$ cat config.mk
export PLATFORM = sky130hd
export DESIGN_NAME = sorted_table_binary_search
export DESIGN_NICKNAME = d
export VERILOG_FILES = /design/src/rtl/sts_pkg.sv /design/src/rtl/sts_ram.sv /design/src/rtl/sts_queue.sv /design/src/rtl/sts_front.sv /design/src/rtl/sts_back.sv /design/src/rtl/sorted_table_binary_search.sv
export SDC_FILE = /design/constraint.sdc
export NUM_CORES = 2
export LEC_CHECK = 0
export BUFFER_PORTS_ARGS = -buffer_cell sky130_fd_sc_hd__buf_2
export CORE_MARGIN = 4
export CORE_UTILIZATION = 30
export DETAILED_ROUTE_END_ITERATION = 16
export PLACE_DENSITY_LB_ADDON = 0.05
export SLEW_MARGIN = 30
export SYNTH_ARGS = -nofsm -noshare
export SYNTH_HDL_FRONTEND = slang
export SYNTH_HIERARCHICAL = 1
export SYNTH_MEMORY_MAX_BITS = 65536
export SYNTH_SLANG_ARGS = --single-unit
$ cat constraint.sdc
create_clock -name clk -period 8.3 [get_ports clk]
set_input_delay 0.83 -clock clk [delete_from_list [all_inputs] [get_ports clk]]
set_output_delay 0.83 -clock clk [all_outputs]
set_load 0.01 [all_outputs]
$ cat src/rtl/sts_pkg.sv
`default_nettype none
// ----------------------------------------------------------------------------
// sts_pkg
// Shared types and constants for the sorted table search block.
// ----------------------------------------------------------------------------
package sts_pkg;

  localparam int unsigned POS_W     = 7;
  localparam int unsigned KEY_W     = 32;
  // entry_count is 7 bits wide, so the table never holds more than this
  localparam int unsigned MAX_SLOTS = 127;

  // operation codes carried through the queue
  localparam logic [1:0] OP_REJECT = 2'd0;
  localparam logic [1:0] OP_WRITE  = 2'd1;
  localparam logic [1:0] OP_SEARCH = 2'd2;

  // input action codes
  localparam logic ACT_WRITE  = 1'b0;
  localparam logic ACT_SEARCH = 1'b1;

  typedef struct packed {
    logic                    action;
    logic [POS_W-1:0]        position;
    logic signed [KEY_W-1:0] key_value;
  } sts_in_t;

  typedef struct packed {
    logic             accepted;
    logic             found;
    logic [POS_W-1:0] location;
  } sts_out_t;

  // classified request handed from front to back
  typedef struct packed {
    logic [1:0]              op;
    logic [POS_W-1:0]        pos;
    logic signed [KEY_W-1:0] key;
    logic [POS_W-1:0]        span;   // entry count seen by a search
  } sts_op_t;

endpackage : sts_pkg
`default_nettype wire

$ cat src/rtl/sts_ram.sv
`default_nettype none
// ----------------------------------------------------------------------------
// sts_ram
// Generic simple dual-port RAM: one write port, one read port, registered read.
// ----------------------------------------------------------------------------
module sts_ram #(
  parameter int unsigned WIDTH = 32,
  parameter int unsigned DEPTH = 128,
  parameter int unsigned AW    = $clog2(DEPTH)
) (
  input  wire logic             clk,
  input  wire logic             we,
  input  wire logic [AW-1:0]    waddr,
  input  wire logic [WIDTH-1:0] wdata,
  input  wire logic [AW-1:0]    raddr,
  output logic      [WIDTH-1:0] rdata
);

  logic [WIDTH-1:0] mem [DEPTH];

  always_ff @(posedge clk) begin
    if (we) begin
      mem[waddr] <= wdata;
    end
    rdata <= mem[raddr];
  end

endmodule : sts_ram
`default_nettype wire

$ cat src/rtl/sts_queue.sv
`default_nettype none
// ----------------------------------------------------------------------------
// sts_queue
// Small FIFO of classified requests between the front and the back.
// ----------------------------------------------------------------------------
module sts_queue import sts_pkg::*; #(
  parameter int unsigned DEPTH = 2
) (
  input  wire logic    clk,
  input  wire logic    rst_n,
  input  wire logic    push,
  input  wire sts_op_t push_data,
  output logic         push_ready,
  input  wire logic    pop,
  output sts_op_t      pop_data,
  output logic         pop_valid
);

  localparam int unsigned PW = (DEPTH > 1) ? $clog2(DEPTH) : 1;
  localparam int unsigned CW = $clog2(DEPTH + 1);

  sts_op_t         slots_r [DEPTH];
  logic [PW-1:0]   wr_ptr_r, wr_ptr_nxt;
  logic [PW-1:0]   rd_ptr_r, rd_ptr_nxt;
  logic [CW-1:0]   fill_r, fill_nxt;
  logic            do_push, do_pop;

  assign push_ready = (fill_r != CW'(DEPTH));
  assign pop_valid  = (fill_r != '0);
  assign pop_data   = slots_r[rd_ptr_r];
  assign do_push    = push && push_ready;
  assign do_pop     = pop && pop_valid;

  always_comb begin
    wr_ptr_nxt = wr_ptr_r;
    rd_ptr_nxt = rd_ptr_r;
    fill_nxt   = fill_r;
    if (do_push) begin
      wr_ptr_nxt = (wr_ptr_r == PW'(DEPTH - 1)) ? '0 : wr_ptr_r + PW'(1);
    end
    if (do_pop) begin
      rd_ptr_nxt = (rd_ptr_r == PW'(DEPTH - 1)) ? '0 : rd_ptr_r + PW'(1);
    end
    if (do_push && !do_pop) begin
      fill_nxt = fill_r + CW'(1);
    end else if (!do_push && do_pop) begin
      fill_nxt = fill_r - CW'(1);
    end
  end

  always_ff @(posedge clk) begin
    if (!rst_n) begin
      wr_ptr_r <= '0;
      rd_ptr_r <= '0;
      fill_r   <= '0;
    end else begin
      wr_ptr_r <= wr_ptr_nxt;
      rd_ptr_r <= rd_ptr_nxt;
      fill_r   <= fill_nxt;
    end
  end

  always_ff @(posedge clk) begin
    if (do_push) begin
      slots_r[wr_ptr_r] <= push_data;
    end
  end

endmodule : sts_queue
`default_nettype wire

$ cat src/rtl/sts_front.sv
`default_nettype none
// ----------------------------------------------------------------------------
// sts_front
// Accepts requests, checks write positions against the entry count and
// pushes classified operations into the queue. Owns the entry count.
// ----------------------------------------------------------------------------
module sts_front import sts_pkg::*; #(
  parameter int unsigned SLOT_LIMIT = 127
) (
  input  wire logic         clk,
  input  wire logic         rst_n,
  input  wire logic         in_valid,
  output logic              in_ready,
  input  wire sts_in_t      in_data,
  input  wire logic         q_ready,
  output logic              q_push,
  output sts_op_t           q_entry,
  output logic [POS_W-1:0]  entry_count
);

  logic [POS_W-1:0] count_r, count_nxt;
  logic [POS_W:0]   pos_ext;
  logic [POS_W:0]   next_free;
  logic             pos_ok;
  logic             is_append;

  assign in_ready    = q_ready;
  assign q_push      = in_valid && in_ready;
  assign entry_count = count_r;

  assign pos_ext   = {1'b0, in_data.position};
  assign next_free = {1'b0, count_r} + (POS_W+1)'(1);
  assign pos_ok    = (pos_ext != '0) && (pos_ext <= next_free)
                     && (pos_ext <= (POS_W+1)'(SLOT_LIMIT));
  assign is_append = (pos_ext == next_free);

  always_comb begin
    q_entry.pos  = in_data.position;
    q_entry.key  = in_data.key_value;
    q_entry.span = count_r;
    count_nxt    = count_r;
    if (in_data.action == ACT_SEARCH) begin
      q_entry.op = OP_SEARCH;
    end else if (pos_ok) begin
      q_entry.op = OP_WRITE;
      if (q_push && is_append) begin
        count_nxt = count_r + POS_W'(1);
      end
    end else begin
      q_entry.op = OP_REJECT;
    end
  end

  always_ff @(posedge clk) begin
    if (!rst_n) begin
      count_r <= '0;
    end else begin
      count_r <= count_nxt;
    end
  end

endmodule : sts_front
`default_nettype wire

$ cat src/rtl/sts_back.sv
`default_nettype none
// ----------------------------------------------------------------------------
// sts_back
// Executes queued operations: table writes and a binary search that probes
// one table entry per cycle. Holds the result register.
// ----------------------------------------------------------------------------
module sts_back import sts_pkg::*; #(
  parameter int unsigned AW = 7
) (
  input  wire logic             clk,
  input  wire logic             rst_n,
  input  wire logic             q_valid,
  input  wire sts_op_t          q_entry,
  output logic                  q_pop,
  output logic                  ram_we,
  output logic [AW-1:0]         ram_waddr,
  output logic [KEY_W-1:0]      ram_wdata,
  output logic [AW-1:0]         ram_raddr,
  input  wire logic [KEY_W-1:0] ram_rdata,
  output logic                  out_valid,
  input  wire logic             out_ready,
  output sts_out_t              out_data
);

  localparam logic ST_IDLE = 1'b0;
  localparam logic ST_SRCH = 1'b1;

  logic                    state_r, state_nxt;
  logic [POS_W:0]          low_r, low_nxt;
  logic [POS_W-1:0]        high_r, high_nxt;
  logic [POS_W-1:0]        mid_r, mid_nxt;
  logic signed [KEY_W-1:0] key_r, key_nxt;
  logic                    out_valid_r, out_valid_nxt;
  sts_out_t                out_data_r, out_data_nxt;

  logic                    can_emit;
  logic                    emit;
  sts_out_t                emit_data;
  logic [POS_W:0]          lo_try;
  logic [POS_W-1:0]        hi_try;
  logic [POS_W+1:0]        mid_sum;
  logic signed [KEY_W-1:0] probe;

  assign can_emit  = !out_valid_r || out_ready;
  assign out_valid = out_valid_r;
  assign out_data  = out_data_r;
  assign probe     = $signed(ram_rdata);

  assign ram_waddr = q_entry.pos[AW-1:0];
  assign ram_wdata = q_entry.key;

  always_comb begin
    state_nxt = state_r;
    low_nxt   = low_r;
    high_nxt  = high_r;
    mid_nxt   = mid_r;
    key_nxt   = key_r;
    q_pop     = 1'b0;
    ram_we    = 1'b0;
    emit      = 1'b0;
    emit_data = '0;
    lo_try    = low_r;
    hi_try    = high_r;
    mid_sum   = '0;

    case (state_r)
      ST_IDLE: begin
        // the output slot is free for the whole of a search started here
        q_pop = can_emit;
        if (q_valid && can_emit) begin
          case (q_entry.op)
            OP_WRITE: begin
              ram_we             = 1'b1;
              emit               = 1'b1;
              emit_data.accepted = 1'b1;
            end
            OP_SEARCH: begin
              if (q_entry.span == '0) begin
                emit               = 1'b1;
                emit_data.accepted = 1'b1;
              end else begin
                low_nxt   = (POS_W+1)'(1);
                high_nxt  = q_entry.span;
                key_nxt   = q_entry.key;
                mid_sum   = (POS_W+2)'(1) + (POS_W+2)'(q_entry.span);
                mid_nxt   = mid_sum[POS_W:1];
                state_nxt = ST_SRCH;
              end
            end
            default: begin
              emit = 1'b1;
            end
          endcase
        end
      end
      ST_SRCH: begin
        if (probe == key_r) begin
          emit               = 1'b1;
          emit_data.accepted = 1'b1;
          emit_data.found    = 1'b1;
          emit_data.location = mid_r;
          state_nxt          = ST_IDLE;
        end else begin
          if (probe < key_r) begin
            lo_try = (POS_W+1)'(mid_r) + (POS_W+1)'(1);
          end else begin
            hi_try = mid_r - POS_W'(1);
          end
          low_nxt  = lo_try;
          high_nxt = hi_try;
          if (lo_try <= (POS_W+1)'(hi_try)) begin
            mid_sum = (POS_W+2)'(lo_try) + (POS_W+2)'(hi_try);
            mid_nxt = mid_sum[POS_W:1];
          end else begin
            emit               = 1'b1;
            emit_data.accepted = 1'b1;
            state_nxt          = ST_IDLE;
          end
        end
      end
      default: begin
        state_nxt = ST_IDLE;
      end
    endcase
  end

  // read address tracks the next probe so data lands as the compare needs it
  assign ram_raddr = mid_nxt[AW-1:0];

  always_comb begin
    out_data_nxt  = out_data_r;
    out_valid_nxt = out_valid_r && !out_ready;
    if (emit) begin
      out_valid_nxt = 1'b1;
      out_data_nxt  = emit_data;
    end
  end

  always_ff @(posedge clk) begin
    if (!rst_n) begin
      state_r     <= ST_IDLE;
      out_valid_r <= 1'b0;
    end else begin
      state_r     <= state_nxt;
      out_valid_r <= out_valid_nxt;
    end
  end

  always_ff @(posedge clk) begin
    low_r      <= low_nxt;
    high_r     <= high_nxt;
    mid_r      <= mid_nxt;
    key_r      <= key_nxt;
    out_data_r <= out_data_nxt;
  end

endmodule : sts_back
`default_nettype wire

$ cat src/rtl/sorted_table_binary_search.sv
`default_nettype none
// Flow: a write goes from the input through the queue register to the registered output;
//   a search adds P table probes in the back end (P at most 7 with 127 entries).
// Throughput: writes sustain one per cycle while out_ready is high and no search holds the
//   back end; a search probes once per cycle, limited by the single registered RAM read port.
// Reset: entry count, queue and output valid clear; table contents are not cleared.
// ----------------------------------------------------------------------------
// sorted_table_binary_search
// Sorted key table with position-checked writes and a binary search.
// ----------------------------------------------------------------------------
module sorted_table_binary_search import sts_pkg::*; #(
  parameter int unsigned TABLE_DEPTH = 128
) (
  input  wire logic     clk,
  input  wire logic     rst_n,
  input  wire logic     in_valid,
  output logic          in_ready,
  input  wire sts_in_t  in_data,
  output logic          out_valid,
  input  wire logic     out_ready,
  output sts_out_t      out_data
);

  localparam int unsigned RAM_DEPTH  = (TABLE_DEPTH < MAX_SLOTS + 1) ? TABLE_DEPTH
                                                                     : MAX_SLOTS + 1;
  localparam int unsigned AW         = $clog2(RAM_DEPTH);
  localparam int unsigned SLOT_LIMIT = (TABLE_DEPTH - 1 < MAX_SLOTS) ? TABLE_DEPTH - 1
                                                                     : MAX_SLOTS;
  localparam int unsigned Q_DEPTH    = 2;

  logic             q_ready;
  logic             q_push;
  sts_op_t          q_in;
  logic             q_valid;
  logic             q_pop;
  sts_op_t          q_out;
  logic [POS_W-1:0] entry_count;
  logic             ram_we;
  logic [AW-1:0]    ram_waddr;
  logic [KEY_W-1:0] ram_wdata;
  logic [AW-1:0]    ram_raddr;
  logic [KEY_W-1:0] ram_rdata;

  sts_front #(
    .SLOT_LIMIT (SLOT_LIMIT)
  ) u_front (
    .clk         (clk),
    .rst_n       (rst_n),
    .in_valid    (in_valid),
    .in_ready    (in_ready),
    .in_data     (in_data),
    .q_ready     (q_ready),
    .q_push      (q_push),
    .q_entry     (q_in),
    .entry_count (entry_count)
  );

  sts_queue #(
    .DEPTH (Q_DEPTH)
  ) u_queue (
    .clk        (clk),
    .rst_n      (rst_n),
    .push       (q_push),
    .push_data  (q_in),
    .push_ready (q_ready),
    .pop        (q_pop),
    .pop_data   (q_out),
    .pop_valid  (q_valid)
  );

  sts_back #(
    .AW (AW)
  ) u_back (
    .clk       (clk),
    .rst_n     (rst_n),
    .q_valid   (q_valid),
    .q_entry   (q_out),
    .q_pop     (q_pop),
    .ram_we    (ram_we),
    .ram_waddr (ram_waddr),
    .ram_wdata (ram_wdata),
    .ram_raddr (ram_raddr),
    .ram_rdata (ram_rdata),
    .out_valid (out_valid),
    .out_ready (out_ready),
    .out_data  (out_data)
  );

  sts_ram #(
    .WIDTH (KEY_W),
    .DEPTH (RAM_DEPTH),
    .AW    (AW)
  ) u_table (
    .clk   (clk),
    .we    (ram_we),
    .waddr (ram_waddr),
    .wdata (ram_wdata),
    .raddr (ram_raddr),
    .rdata (ram_rdata)
  );

  // entry count only ever steps up by one
  a_count_step: assert property (@(posedge clk) disable iff (!rst_n)
    (entry_count != $past(entry_count)) |->
      (entry_count == $past(entry_count) + POS_W'(1)))
    else $error("entry count changed by more than one");

  // the count never passes the usable slot range
  a_count_limit: assert property (@(posedge clk) disable iff (!rst_n)
    q_push |=> (entry_count <= POS_W'(SLOT_LIMIT)))
    else $error("entry count beyond slot limit");

  // a hit always names a real slot
  a_hit_location: assert property (@(posedge clk) disable iff (!rst_n)
    (out_valid && out_data.found) |-> (out_data.accepted && out_data.location != '0))
    else $error("hit reported without a valid location");

  // rejected writes carry no search result
  a_reject_clean: assert property (@(posedge clk) disable iff (!rst_n)
    (out_valid && !out_data.accepted) |-> (!out_data.found && out_data.location == '0))
    else $error("rejected write reported search data");

endmodule : sorted_table_binary_search
`default_nettype wire
==> metrics.txt <==
worst slew margin relative to its limit 32.21%; maximum number of pins on one net before global-route repair 83; static leakage power 60.67 nW; root cell of the clock tree clkbuf_16; final weighted congestion of routability-driven global placement 0.7657; run status finished, final reports clean; sequential share of the synthesized area 77.67%; Worst EP arrival 9.17 ns; post-synthesis cell type count 71; overall die width 751.0 um; count of H-tree levels built during CTS 6; net switching power figure 32.56 mW; post-place instance area 180,700 um^2; DR pass1 iterations 5; switching fraction of total power 36.74%; kind of end point of the critical path register; count of final max-slew check failures 0; fraction of power consumed by sequential logic 30.4%; Crit Path Max Fanout 11; GR Overflow Total 0; first-pass GRT wire length 747.0 mm; Tcrit/Tclk final 99.31%; Worst R2R Path Depth 24; number of maximum-capacitance violations 0; core outline area 549,300 um^2; clock-pin slew on the worst setup and hold paths 0.06 ns; flop2flop setup slack 0.06 ns; largest cells by area after synthesis edfxtp_1, mux4_2, dfxtp_1; Hold Worst Slack 0.1616 ns; share of cells above drive strength 1 36.76%; vias in the first global route 80,710; min cycle time layout 8.243 ns; net count of the mapped netlist 6,860; FF-to-FF Start u_table/rdata[24]; last element of the critical path u_table/rdata[18]; Internal Power 56.07 mW; number of failing hold endpoints at the final stage 0; gate count of the mapped netlist 6,756; total power of the final layout 88.63 mW; per-instance average area after synthesis 24.51 um^2; clock share of power 24.5%; die footprint 564,000 um^2; Highest Clock Rate 0.1213 GHz; routed len/inst 36.77 um; transition time at the pin with the least slew margin 1.017 ns; synthesis-stage register bit count 4,301; number of I/O port buffers 54; height of the die 751.0 um; initial core utilization 30.15%; synth warn 6; area grow syn2layout 19.32%; area share of the largest cell type after synthesis 77.03%; number of setup violations in the final report 0; area of all placed cells without fillers 197,600 um^2; routed wire length 559.6 mm; fraction of power consumed by combinational cells 45.1%; maximum clock path buffer count 4; power density of the placed cells 448.5 nW/um^2; commonest non-fill, non-tap cell in the layout edfxtp_1; clock insertion delay at the later pin of the skew report 1.06 ns; share of synthesized flip-flops with an asynchronous set or reset 0%; total routing resource utilization after global routing 19.61%; routed via count divided by cell count 5.151; number of fill cells in the layout 50,080; commonest cells after routing, fill and taps aside edfxtp_1, mux4_2, clkbuf_16; net count reported at finish 7,615; Max Clock Skew 0.05016 ns; # rows 272; hold crit path type input pin to register; post-route core utilization 35.98%; required time reported for the critical path endpoint 9.22 ns; prevailing post-synth register cell edfxtp_1; initial antenna violation count 86; kind of critical path register to register; worst reg2reg endpoint u_table/rdata[18]; dominant cell type by area after synthesis edfxtp_1; number of buffers created by CTS 518; DPL Wire Length 333.5 mm; count of antenna-violating nets left after detailed routing 0; total I/O pin count 55; TritonCTS clock tree done; number of synthesized flops with an enable pin 4,248; # clock sinks 4,301; largest voltage drop on the vdd net 0.0003502 V; first element of the critical path u_table/rdata[24]; element type at the critical path start register; Setup TNS 0 ns; Post-CTS Setup Repair Bufs 0; total via count in the routed design 78,390; number of DRC markers in iteration 0 7,800; Synth Cell Area 165,600 um^2; drt drc 0
## critical path, cell delays in order (launching register included)
cell,delay (ns)
dfxtp_1,0.57
ha_1,0.31
nand3_1,0.18
o21bai_1,0.10
o31ai_1,0.63
buf_4,0.25
nand2_1,0.16
o21ai_2,0.30
nand2_2,0.18
buf_4,0.22
o21ai_0,0.35
ha_1,0.32
or3_1,0.44
nor2_1,0.12
nand4_1,0.24
a21oi_2,0.29
mux2_8,0.51
buf_12,0.22
buf_4,0.20
buf_12,0.15
buf_4,0.16
mux4_2,0.43
mux4_2,0.66
mux4_2,0.68
mux2_2,0.32
## how the worst min path moves through the flow
stage                                   to  depth (start not counted)                   start
floorplan           u_front/entry_count[1]                          2  u_front/entry_count[1]
global placement         u_queue/fill_r[1]                          2       u_queue/fill_r[1]
detailed placement   u_queue/slots_r[1][1]                          0  u_front/entry_count[1]
CTS                 u_queue/slots_r[1][43]                          1             in_data[36]
global route        u_queue/slots_r[1][43]                          1             in_data[36]
finish              u_queue/slots_r[1][43]                          1             in_data[36]
## power by group through the flow
stage | Combinational [mW] | Sequential [mW] | Clock [mW]
4_1_cts | 41.0 | 27.0 | 22.4
3_5_place_dp | 40.9 | 27.4 | 0
3_3_place_gp | 40.7 | 27.4 | 0
2_1_floorplan | 20.2 | 27.1 | 0
5_1_grt | 41.8 | 27.0 | 23.4
6_report | 40.0 | 27.0 | 21.7
## timing repair
| item | CTS | global route |
|---|---|---|
| endpoints found under the hold margin | 66 | 0 |
| gates resized for setup | 4 | 5 |
| hold buffers | 33 | 0 |
| setup endpoints to repair | 23 | 28 |
## routing by layer
metal,part of all wire [%],wire length [um],GRT usage (%),vias to the layer above
met5,0.0032,18,0,-
met4,2.1,11530,3.964,4
met3,5.1,28310,2.740,586
met2,47,262400,31.19,2300
met1,46,257300,28.84,44720
li1,-,-,-,30770
## sequential cells by signal (all words and copies together), names as in the netlist, 2 cells and up, named ones only
signal and flops:
u_back/out_data 9, u_back/low_r 8, u_table/rdata 32, u_queue/fill_r 2, u_front/entry_count 7, u_table/mem 4096, u_back/high_r 7, u_queue/slots_r 96
u_back/key_r 32, u_back/mid_r 7
## stage by stage
step | setup slack, ns | instances
6_report | 0.05694 | 15220
2_1_floorplan | 1.699 | 6756
5_1_grt | -0.001680 | 15170
3_3_place_gp | -0.3780 | 14190
4_1_cts | 0.005138 | 15150
3_5_place_dp | -0.2212 | 14210
## synth_stat cells, types with 3 or more instances
library cell and count:
o21bai_1 5, nor3_1 17, mux2_2 85, clkbuf_1 191, and2_1 12, o22ai_1 3
buf_1 50, ha_1 59, a21o_1 8, mux4_2 1344, a21oi_1 30, dfxtp_1 53
xnor2_1 19, nand2_1 59, buf_6 4, xor2_1 12, nor2b_1 10, nand4_1 13
buf_4 92, nand3_1 34, o21ai_0 14, nand2b_1 6, nor4_1 5, or3_1 4
edfxtp_1 4248, inv_1 62, o31ai_1 8, mux2i_1 8, and3_1 12, buf_2 81
nor2_1 153, a221o_1 9
## logic make-up (layout without fill, tap and decap cells)
kind of cell | count (synthesis) | in the layout | synth area share, %
flip-flops | 4301 | 4301 | 77.67
multiplexers | 1438 | 1438 | 18.91
buffers and inverters | 480 | 1624 | 1.376
AND/OR/NAND/NOR | 344 | 344 | 0.9724
AO/OA/AOI/OAI | 102 | 102 | 0.4503
adder cells (fa/ha/maj) | 60 | 60 | 0.4579
XOR/XNOR | 31 | 31 | 0.1640
other | 0 | 56 | 0
## final cells by class
| type | count | area [um^2] | share of cell area (%) |
|---|---|---|---|
| flip-flops and latches | 4301 | 128600 | 65.09 |
| multi-input cells | 1975 | 36050 | 18.24 |
| clock buffers | 649 | 13830 | 7.000 |
| well taps | 7261 | 9085 | 4.598 |
| repair buffers | 653 | 7400 | 3.745 |
| clock inverters | 260 | 2235 | 1.131 |
| inverters | 62 | 234.0 | 0.1184 |
| diodes | 56 | 140.1 | 0.07092 |
No activity file was read; power rests on OpenSTA's default activity.
